--- src/hdl/direct_mapped_write_back_cache_core_assert.svh ---
// Assertion macros used by the cache core top level.
`ifndef DIRECT_MAPPED_WRITE_BACK_CACHE_CORE_ASSERT_SVH
`define DIRECT_MAPPED_WRITE_BACK_CACHE_CORE_ASSERT_SVH

`ifndef NO_ASSERTIONS

// Same-cycle implication check.
`define DMC_ASSERT_IMPLY(name, clk, rst, ante, cons) \
   name: assert property (@(posedge clk) disable iff (rst) (ante) |-> (cons)) \
      else $error("cache core implication check failed");

// Next-cycle implication check.
`define DMC_ASSERT_NEXT(name, clk, rst, ante, cons) \
   name: assert property (@(posedge clk) disable iff (rst) (ante) |=> (cons)) \
      else $error("cache core next-cycle check failed");

`else

`define DMC_ASSERT_IMPLY(name, clk, rst, ante, cons)
`define DMC_ASSERT_NEXT(name, clk, rst, ante, cons)

`endif

`endif

--- src/hdl/dmc_pkg.sv ---
// Types, constants and helpers shared by the cache core modules.
`timescale 1ns / 1ps
package dmc_pkg;

   localparam int LINES        = 32;
   localparam int INDEX_BITS   = $clog2(LINES);
   localparam int ADDRESS_BITS = 16;
   localparam int WORD_BITS    = 16;
   localparam int COUNT_BITS   = 32;

   typedef logic [ADDRESS_BITS-1:0] addr_type;
   typedef logic [WORD_BITS-1:0]    word_type;
   typedef logic [INDEX_BITS-1:0]   index_type;
   typedef logic [COUNT_BITS-1:0]   count_type;

   typedef enum logic {
      OP_READ  = 1'b0,
      OP_WRITE = 1'b1
   } op_type;

   typedef enum logic {
      ST_IDLE,
      ST_COMPARE
   } state_type;

   typedef struct packed {
      op_type   op;
      addr_type address;
      word_type write_value;
      word_type backing_word;
   } req_type;

   typedef struct packed {
      word_type  read_data;
      logic      hit;
      logic      memory_read;
      logic      writeback_valid;
      addr_type  writeback_address;
      word_type  writeback_data;
      count_type hit_total;
      count_type miss_total;
      count_type memory_read_total;
      count_type memory_write_total;
   } rsp_type;

   // Commands from the controller to the datapath.
   typedef struct packed {
      logic lookup;
      logic commit;
      logic inc_hit;
      logic inc_miss;
      logic inc_wb;
   } cmd_type;

   // Status from the datapath to the controller.
   typedef struct packed {
      logic is_write;
      logic hit;
      logic evict;
   } stat_type;

   // Line index is the low bits of (all-ones minus address), i.e. of its inverse.
   function automatic index_type line_index(addr_type address);
      addr_type inv;
      inv = ~address;
      return inv[INDEX_BITS-1:0];
   endfunction

   // Tag that a line holds after reset: all-ones minus the line number.
   function automatic addr_type reset_tag(index_type idx);
      return ~addr_type'(idx);
   endfunction

endpackage

--- src/hdl/direct_mapped_write_back_cache_core.sv ---
// Top level of the direct-mapped write-back cache core.
`timescale 1ns / 1ps
// A transaction is taken when start is high and busy is low. The addressed line is read
// into registers at the accepting edge, and busy stays high for the one compare-and-update
// cycle that follows, so no new transaction is taken until that cycle ends. The result is
// presented on rsp_item with rsp_valid high for exactly one cycle, starting at the edge that
// ends the compare-and-update cycle; the receiver must take it then. Lines come out of reset
// already holding their reset contents (per-line valid flags), so no clearing pass is needed
// and the first transaction may start right after reset.
module direct_mapped_write_back_cache_core
   import dmc_pkg::*;
(
   input  logic    clock,
   input  logic    reset,
   input  logic    start,
   output logic    busy,
   input  req_type req_item,
   output logic    rsp_valid,
   output rsp_type rsp_item
);

`include "direct_mapped_write_back_cache_core_assert.svh"

   cmd_type  cmd;
   stat_type stat;

   dmc_ctrl u_ctrl (
      .clock (clock),
      .reset (reset),
      .start (start),
      .stat  (stat),
      .busy  (busy),
      .cmd   (cmd)
   );

   dmc_datapath u_datapath (
      .clock     (clock),
      .reset     (reset),
      .req_item  (req_item),
      .cmd       (cmd),
      .stat      (stat),
      .rsp_valid (rsp_valid),
      .rsp_item  (rsp_item)
   );

   // A result always follows the busy cycle of its transaction.
   `DMC_ASSERT_IMPLY(a_rsp_after_busy, clock, reset, rsp_valid, $past(busy))
   // An accepted transaction makes the block busy in the next cycle.
   `DMC_ASSERT_NEXT(a_accept_busy, clock, reset, start && !busy, busy)
   // A hit never evicts a line and never reads memory.
   `DMC_ASSERT_IMPLY(a_hit_no_wb, clock, reset, rsp_valid && rsp_item.hit,
      !rsp_item.writeback_valid && !rsp_item.memory_read)
   // A reported writeback has already been counted in the writeback total.
   `DMC_ASSERT_IMPLY(a_wb_counted, clock, reset, rsp_valid && rsp_item.writeback_valid,
      rsp_item.memory_write_total != 32'd0 || $past(rsp_item.memory_write_total, 2) != 32'd0)

endmodule

--- src/hdl/dmc_ctrl.sv ---
// Controller state machine of the cache core.
`timescale 1ns / 1ps
module dmc_ctrl
   import dmc_pkg::*;
(
   input  logic     clock,
   input  logic     reset,
   input  logic     start,
   input  stat_type stat,
   output logic     busy,
   output cmd_type  cmd
);

   state_type state_ff;
   state_type state_in;

   always_ff @(posedge clock) begin
      if (reset) begin
         state_ff <= ST_IDLE;
      end else begin
         state_ff <= state_in;
      end
   end

   always_comb begin
      state_in = state_ff;
      unique case (state_ff)
         ST_IDLE: begin
            if (start) begin
               state_in = ST_COMPARE;
            end
         end
         ST_COMPARE: begin
            state_in = ST_IDLE;
         end
         default: begin
            state_in = ST_IDLE;
         end
      endcase
   end

   always_comb begin
      busy = 1'b0;
      cmd  = '0;
      unique case (state_ff)
         ST_IDLE: begin
            cmd.lookup = start;
         end
         ST_COMPARE: begin
            busy         = 1'b1;
            cmd.commit   = 1'b1;
            cmd.inc_hit  = !stat.is_write && stat.hit;
            cmd.inc_miss = !stat.is_write && !stat.hit;
            cmd.inc_wb   = stat.evict;
         end
         default: begin
            busy = 1'b0;
         end
      endcase
   end

endmodule

--- src/hdl/dmc_datapath.sv ---
// Datapath of the cache core: line storage, compare, counters and result register.
`timescale 1ns / 1ps
module dmc_datapath
   import dmc_pkg::*;
(
   input  logic     clock,
   input  logic     reset,
   input  req_type  req_item,
   input  cmd_type  cmd,
   output stat_type stat,
   output logic     rsp_valid,
   output rsp_type  rsp_item
);

   word_type  data_mem [LINES];
   addr_type  tag_mem  [LINES];
   logic      dirty_mem [LINES];

   logic [LINES-1:0] line_valid_ff;

   req_type   req_ff;
   index_type idx_ff;
   word_type  rd_data_ff;
   addr_type  rd_tag_ff;
   logic      rd_dirty_ff;
   logic      rd_valid_ff;

   count_type hit_cnt_ff;
   count_type miss_cnt_ff;
   count_type wb_cnt_ff;
   count_type hit_cnt_in;
   count_type miss_cnt_in;
   count_type wb_cnt_in;

   logic      rsp_valid_ff;
   rsp_type   rsp_ff;
   rsp_type   rsp_in;

   word_type  cur_data;
   addr_type  cur_tag;
   logic      cur_dirty;
   logic      is_write;
   logic      hit;
   logic      evict;
   logic      line_we;
   word_type  new_data;

   // Lookup: latch the transaction and read the addressed line.
   always_ff @(posedge clock) begin
      if (cmd.lookup) begin
         req_ff      <= req_item;
         idx_ff      <= line_index(req_item.address);
         rd_data_ff  <= data_mem[line_index(req_item.address)];
         rd_tag_ff   <= tag_mem[line_index(req_item.address)];
         rd_dirty_ff <= dirty_mem[line_index(req_item.address)];
         rd_valid_ff <= line_valid_ff[line_index(req_item.address)];
      end
   end

   // A line never written since reset reads as its reset contents.
   always_comb begin
      cur_data  = rd_valid_ff ? rd_data_ff  : '0;
      cur_tag   = rd_valid_ff ? rd_tag_ff   : reset_tag(idx_ff);
      cur_dirty = rd_valid_ff ? rd_dirty_ff : 1'b1;
      is_write  = (req_ff.op == OP_WRITE);
      hit       = (cur_tag == req_ff.address);
      evict     = !hit && cur_dirty;
      line_we   = is_write || !hit;
      new_data  = is_write ? req_ff.write_value : req_ff.backing_word;
   end

   assign stat.is_write = is_write;
   assign stat.hit      = hit;
   assign stat.evict    = evict;

   always_ff @(posedge clock) begin
      if (cmd.commit && line_we) begin
         data_mem[idx_ff]  <= new_data;
         tag_mem[idx_ff]   <= req_ff.address;
         dirty_mem[idx_ff] <= is_write;
      end
   end

   always_ff @(posedge clock) begin
      if (reset) begin
         line_valid_ff <= '0;
      end else if (cmd.commit && line_we) begin
         line_valid_ff[idx_ff] <= 1'b1;
      end
   end

   // Read misses and memory reads always move together, so one counter serves both.
   always_comb begin
      hit_cnt_in  = hit_cnt_ff  + count_type'(cmd.inc_hit);
      miss_cnt_in = miss_cnt_ff + count_type'(cmd.inc_miss);
      wb_cnt_in   = wb_cnt_ff   + count_type'(cmd.inc_wb);
   end

   always_ff @(posedge clock) begin
      if (reset) begin
         hit_cnt_ff  <= '0;
         miss_cnt_ff <= '0;
         wb_cnt_ff   <= '0;
      end else begin
         hit_cnt_ff  <= hit_cnt_in;
         miss_cnt_ff <= miss_cnt_in;
         wb_cnt_ff   <= wb_cnt_in;
      end
   end

   always_comb begin
      rsp_in.read_data          = is_write ? '0 : (hit ? cur_data : req_ff.backing_word);
      rsp_in.hit                = hit;
      rsp_in.memory_read        = !is_write && !hit;
      rsp_in.writeback_valid    = evict;
      rsp_in.writeback_address  = evict ? cur_tag : '0;
      rsp_in.writeback_data     = evict ? cur_data : '0;
      rsp_in.hit_total          = hit_cnt_in;
      rsp_in.miss_total         = miss_cnt_in;
      rsp_in.memory_read_total  = miss_cnt_in;
      rsp_in.memory_write_total = wb_cnt_in;
   end

   always_ff @(posedge clock) begin
      if (cmd.commit) begin
         rsp_ff <= rsp_in;
      end
   end

   always_ff @(posedge clock) begin
      if (reset) begin
         rsp_valid_ff <= 1'b0;
      end else begin
         rsp_valid_ff <= cmd.commit;
      end
   end

   assign rsp_valid = rsp_valid_ff;
   assign rsp_item  = rsp_ff;

endmodule

--- config.mk ---
export PLATFORM = sky130hd
export DESIGN_NAME = direct_mapped_write_back_cache_core
export DESIGN_NICKNAME = d
export VERILOG_FILES = /design/src/hdl/dmc_pkg.sv /design/src/hdl/direct_mapped_write_back_cache_core.sv /design/src/hdl/dmc_ctrl.sv /design/src/hdl/dmc_datapath.sv
export VERILOG_INCLUDE_DIRS = /design/src /design/src/hdl
export SDC_FILE = /design/constraint.sdc
export NUM_CORES = 1
export LEC_CHECK = 0
export BUFFER_PORTS_ARGS = -buffer_cell sky130_fd_sc_hd__buf_2
export CAP_MARGIN = 10
export CORE_MARGIN = 2
export CORE_UTILIZATION = 30
export DETAILED_ROUTE_END_ITERATION = 10
export PLACE_DENSITY = 0.43
export SLEW_MARGIN = 20
export SYNTH_ARGS = -nofsm -noshare
export SYNTH_HDL_FRONTEND = slang
export SYNTH_SLANG_ARGS = --single-unit
--- constraint.sdc ---
create_clock -name clock -period 10.8 [get_ports clock]
set_input_delay 1.08 -clock clock [delete_from_list [all_inputs] [get_ports clock]]
set_output_delay 1.08 -clock clock [all_outputs]
set_load 0.005 [all_outputs]
==> summary.md <==
| Metric | Value |
|---|---|
| TritonCTS Sinks | 1421 |
| Post-synthesis area per instance | 20.2 um2 |
| Cell taking the most area after synthesis | sky130_fd_sc_hd__edfxtp_1 |
| Max Slew Vio Count | 0 |
| Clock root buffer | sky130_fd_sc_hd__clkbuf_16 |
| CP max-delay cell | sky130_fd_sc_hd__edfxtp_1 |
| Shortest clock period the worst path allows after layout | 5.40 ns |
| CP peak stage delay | 0.94 ns |
| Total of endpoints with negative setup slack in the final report | 0 |
| Most used flip-flop cell after synthesis | sky130_fd_sc_hd__edfxtp_1 |
| Design internal power | 9350 uW |
| Most common cell in the synthesized netlist | sky130_fd_sc_hd__edfxtp_1 |
| Most frequent cell on the critical path | sky130_fd_sc_hd__ha_1 |
| Leakage Power | 0.0209 uW |
| Share of total power consumed by net switching | 21.8% |
| Via count of the first global-routing pass | 28500 |
| Top cells by instance count after synthesis | sky130_fd_sc_hd__edfxtp_1 (1291), sky130_fd_sc_hd__mux4_2 (340), sky130_fd_sc_hd__nand2_1 (206) |
| Number of antenna violations at the first check in global routing | 2 |
| Number of buffers created by CTS | 159 |
| Area of the core | 181000 um2 |
| Relative slew slack | 26.3% |
| Distinct cell type count of the synthesized netlist | 62 |
| Min-delay worst type | input port to flip-flop |
| IO Count | 233 |
| Buf/Inv on CP | 2 |
| Site row count | 156 |
| Net count after synthesis | 2766 |
| Mux contribution to synthesized area | 14.3% |
| Chip width | 430 um |
| Pin count of the biggest net entering global routing | 111 |
| Vias | 27000 |
| Clock slew at reported path FFs | 0.06 ns |
| Combined global-route utilization of all metal layers | 16.1% |
| Routed via count divided by cell count | 4.89 |
| First drt pass iteration count | 7 |
| Initial Utilization | 30.2% |
| Proportion of synthesized chip area in sequential cells | 75.8% |
| Arithmetic-cell share of the synthesized area counting full adders, half adders and majority gates | 0.161% |
| Maximum vdd drop | 0.118 mV |
| Data arrival time of the critical path | 6.12 ns |
| CP Launch Type | flip-flop |
| Number of hold-repair buffers added at the cts stage | 0 |
| Post-Synthesis Cells | 2707 |
| CTS tree | done |
| Post-synthesis simple-gate area fraction | 5.11% |
| DRC marker count from the first detailed-route iteration | 2198 |
| Unrepaired setup endpoints after global routing | no |
| Post-layout nets | 3077 |
| Result of the run | completed |
| Synth top area share | 71.1% |
| Post-route insts no fill | 5521 |
| Transition time at the pin with the least slew margin | 1.11 ns |
| Post-synthesis sequential element count | 1421 |
| First-pass GRT wire length | 212000 um |
| Number of buffer cells added on primary ports | 232 |
| Net Switching | 2610 uW |
| Crit share post-route | 50.0% |
| Routability Congestion | 0.769 |
| Proportion of layout cells with a drive suffix above 1 | 29.7% |
| Fin. Hold Viols | 0 |
| Wire length per cell after detailed routing | 27.3 um |
| Sort of element at the end of the critical path | flip-flop |
| Combinational Power Share | 4.2% |
| Number of instances in the placed design | 5224 |
| Synth Warn # | 0 |
| F_max | 0.185 GHz |
| Number of flops mapped to enable cells by yosys | 1291 |
| Cell types with the largest area share after synthesis | sky130_fd_sc_hd__edfxtp_1 (71%), sky130_fd_sc_hd__mux4_2 (14%), sky130_fd_sc_hd__dfxtp_1 (4.8%) |
| Power per unit of standard cell area | 187 nW/um2 |
| Cell area after synthesis | 54600 um2 |
| Number of H-tree levels | 4 |
| Fill cell instance count of the final layout | 16900 |
| Detailed placer's ending HPWL | 81100 um |
| Count of nets left with antenna violations after detail routing | 0 |
| Worst setup slack before clock tree synthesis | 5.39 ns |
| Xor and xnor fraction of the mapped netlist area | 1.49% |
| Routed Wire Length | 151000 um |
| Remaining DRCs | 0 |
| Data required time at the worst endpoint | 11.51 ns |
| Die footprint | 185000 um2 |
| Max-cap check violation count | 0 |
| Smallest setup slack after layout | 5.40 ns |
| Post-cts gate resize count | 0 |
| Share of power burned in registers | 51.2% |
| Clock network fraction of total power | 44.6% |
| Utilization after layout | 35.3% |
| Proportion of synthesized flip-flops having asynchronous set or reset | 0% |
| Critical Path, Cell by Cell | inv_2, mux2i_1, a2111oi_4, nand4_2, or4_1, buf_4, nor2_1, ha_1, ha_1, nand2_1, nor4_1, and2_0, nand3_1, xnor2_1, nor2b_1 |
| Share of the synthesized area in compound gates (AO/OA/AOI/OAI) | 1.15% |
| Synth-to-layout area growth | 17.0% |
| Type of the worst setup path | flip-flop to flip-flop |
| Post-CTS setup repair buffer count | 0 |
| Final-layout worst hold slack | 0.455 ns |
| CP max FO | 29 |
| Clock tree skew after final layout | 0.0404 ns |
| Dominant combinational cell family by area after synthesis | multiplexers |
| DIE HEIGHT | 430 um |
| Summed negative setup slack over all endpoints | 0 ns |
| Remaining global-route overflow | 0 |
| Kind of cell adding the most delay to the critical path | simple AND/OR/NAND/NOR gates |
| Longest Clk Path Bufs | 3 |
| Clock insertion delay at the later pin of the skew report | 0.81 ns |
## power groups by stage
stage / Sequential [uW] / Combinational, uW / Clock (uW)
6_report: 6130 / 499 / 5340
5_1_grt: 6130 / 542 / 5680
4_1_cts: 6130 / 510 / 5480
3_5_place_dp: 6250 / 508 / 0
3_3_place_gp: 6240 / 498 / 0
2_1_floorplan: 6250 / 301 / 0
## state kept, by name (all words and copies together) (netlist names)
register	cells
u_datapath.line_valid_ff	32
u_datapath.rsp_item	147
u_datapath.hit_cnt_ff	32
u_datapath.dirty_mem	32
u_datapath.rd_dirty_ff	1
u_datapath.req_ff	48
u_datapath.rd_valid_ff	1
u_datapath.data_mem	512
u_datapath.miss_cnt_ff	32
u_datapath.rd_data_ff	16
u_datapath.idx_ff	5
u_datapath.tag_mem	512
u_datapath.is_write	1
u_datapath.wb_cnt_ff	32
u_datapath.rd_tag_ff	16
u_datapath.rsp_valid	1
u_ctrl.state_ff	1
## final cells by class
| cell class | count | area, um2 | area share, % |
|---|---|---|---|
| flip-flops and latches | 1421 | 41400 | 64.8 |
| multi-input cells | 1074 | 12300 | 19.3 |
| clock buffers | 198 | 4170 | 6.53 |
| well taps | 2370 | 2970 | 4.65 |
| repair buffers | 310 | 1820 | 2.84 |
| clock inverters | 94 | 976 | 1.53 |
| inverters | 52 | 200 | 0.314 |
| diodes | 2 | 5.00 | 0.00784 |
## path summary, 6_finish.rpt
| check | endpoint | cells past startpoint | slack [ns] | start |
|---|---|---|---|---|
| worst max-delay path | u_datapath.hit_cnt_ff[30]$_SDFF_PP0_ | 15 | 5.40 | u_datapath.rd_valid_ff$_DFFE_PP_ |
| worst min register to register | u_datapath.line_valid_ff[26]$_SDFFE_PP0P_ | 2 | 0.46 | u_datapath.line_valid_ff[26]$_SDFFE_PP0P_ |
| worst max register to register | u_datapath.hit_cnt_ff[30]$_SDFF_PP0_ | 15 | 5.40 | u_datapath.rd_valid_ff$_DFFE_PP_ |
| worst min-delay path | u_datapath.req_ff[14]$_DFFE_PP_ | 1 | 0.45 | req_item[14] |
## layout by cell type, fill, tap and decap left out, types with 5 or more instances in the layout
cell,instances
sky130_fd_sc_hd__clkinv_1,32
sky130_fd_sc_hd__clkbuf_16,160
sky130_fd_sc_hd__nand3b_1,8
sky130_fd_sc_hd__ha_1,7
sky130_fd_sc_hd__o32ai_1,30
sky130_fd_sc_hd__nor4_1,5
sky130_fd_sc_hd__and4_1,9
sky130_fd_sc_hd__mux4_2,340
sky130_fd_sc_hd__clkbuf_1,36
sky130_fd_sc_hd__nor2_1,30
sky130_fd_sc_hd__mux2i_1,17
sky130_fd_sc_hd__and3_1,32
sky130_fd_sc_hd__clkinvlp_4,6
sky130_fd_sc_hd__bufinv_16,13
sky130_fd_sc_hd__a21oi_1,18
sky130_fd_sc_hd__buf_4,75
sky130_fd_sc_hd__dfxtp_1,129
sky130_fd_sc_hd__nand2_1,205
sky130_fd_sc_hd__nand4_1,21
sky130_fd_sc_hd__nor2b_1,99
sky130_fd_sc_hd__xor2_1,35
sky130_fd_sc_hd__nor3_1,8
sky130_fd_sc_hd__buf_2,228
sky130_fd_sc_hd__clkinv_2,26
sky130_fd_sc_hd__xnor2_1,58
sky130_fd_sc_hd__nand3_1,43
sky130_fd_sc_hd__inv_1,48
sky130_fd_sc_hd__nor3_2,33
sky130_fd_sc_hd__edfxtp_1,1291
sky130_fd_sc_hd__nand2b_1,27
## through the flow
stage	power, uW	cell area (um2)
after floorplan	6550	54600
after global placement	6740	58600
after detailed placement	6750	58600
after CTS	12100	63800
after global routing	12300	63800
final	12000	63800
## logic make-up (layout without fill, tap and decap cells)
group                    Yosys count  count (layout)
AO/OA/AOI/OAI                     76              76
XOR/XNOR                          93              93
adder cells (fa/ha/maj)            7               7
buffers and inverters            212             654
flip-flops                      1421            1421
multiplexers                     357             357
other                              0               2
AND/OR/NAND/NOR                  541             541
## per-layer routing
| metal | up-vias | wire [um] | GRT usage, % |
|---|---|---|---|
| met5 | - | 0 | 0 |
| met4 | 0 | 3490 | 4.59 |
| met3 | 203 | 6590 | 2.45 |
| met2 | 768 | 76200 | 27.9 |
| met1 | 14500 | 64200 | 20.9 |
| li1 | 11500 | - | - |
No activity file was read; power rests on OpenSTA's default activity.
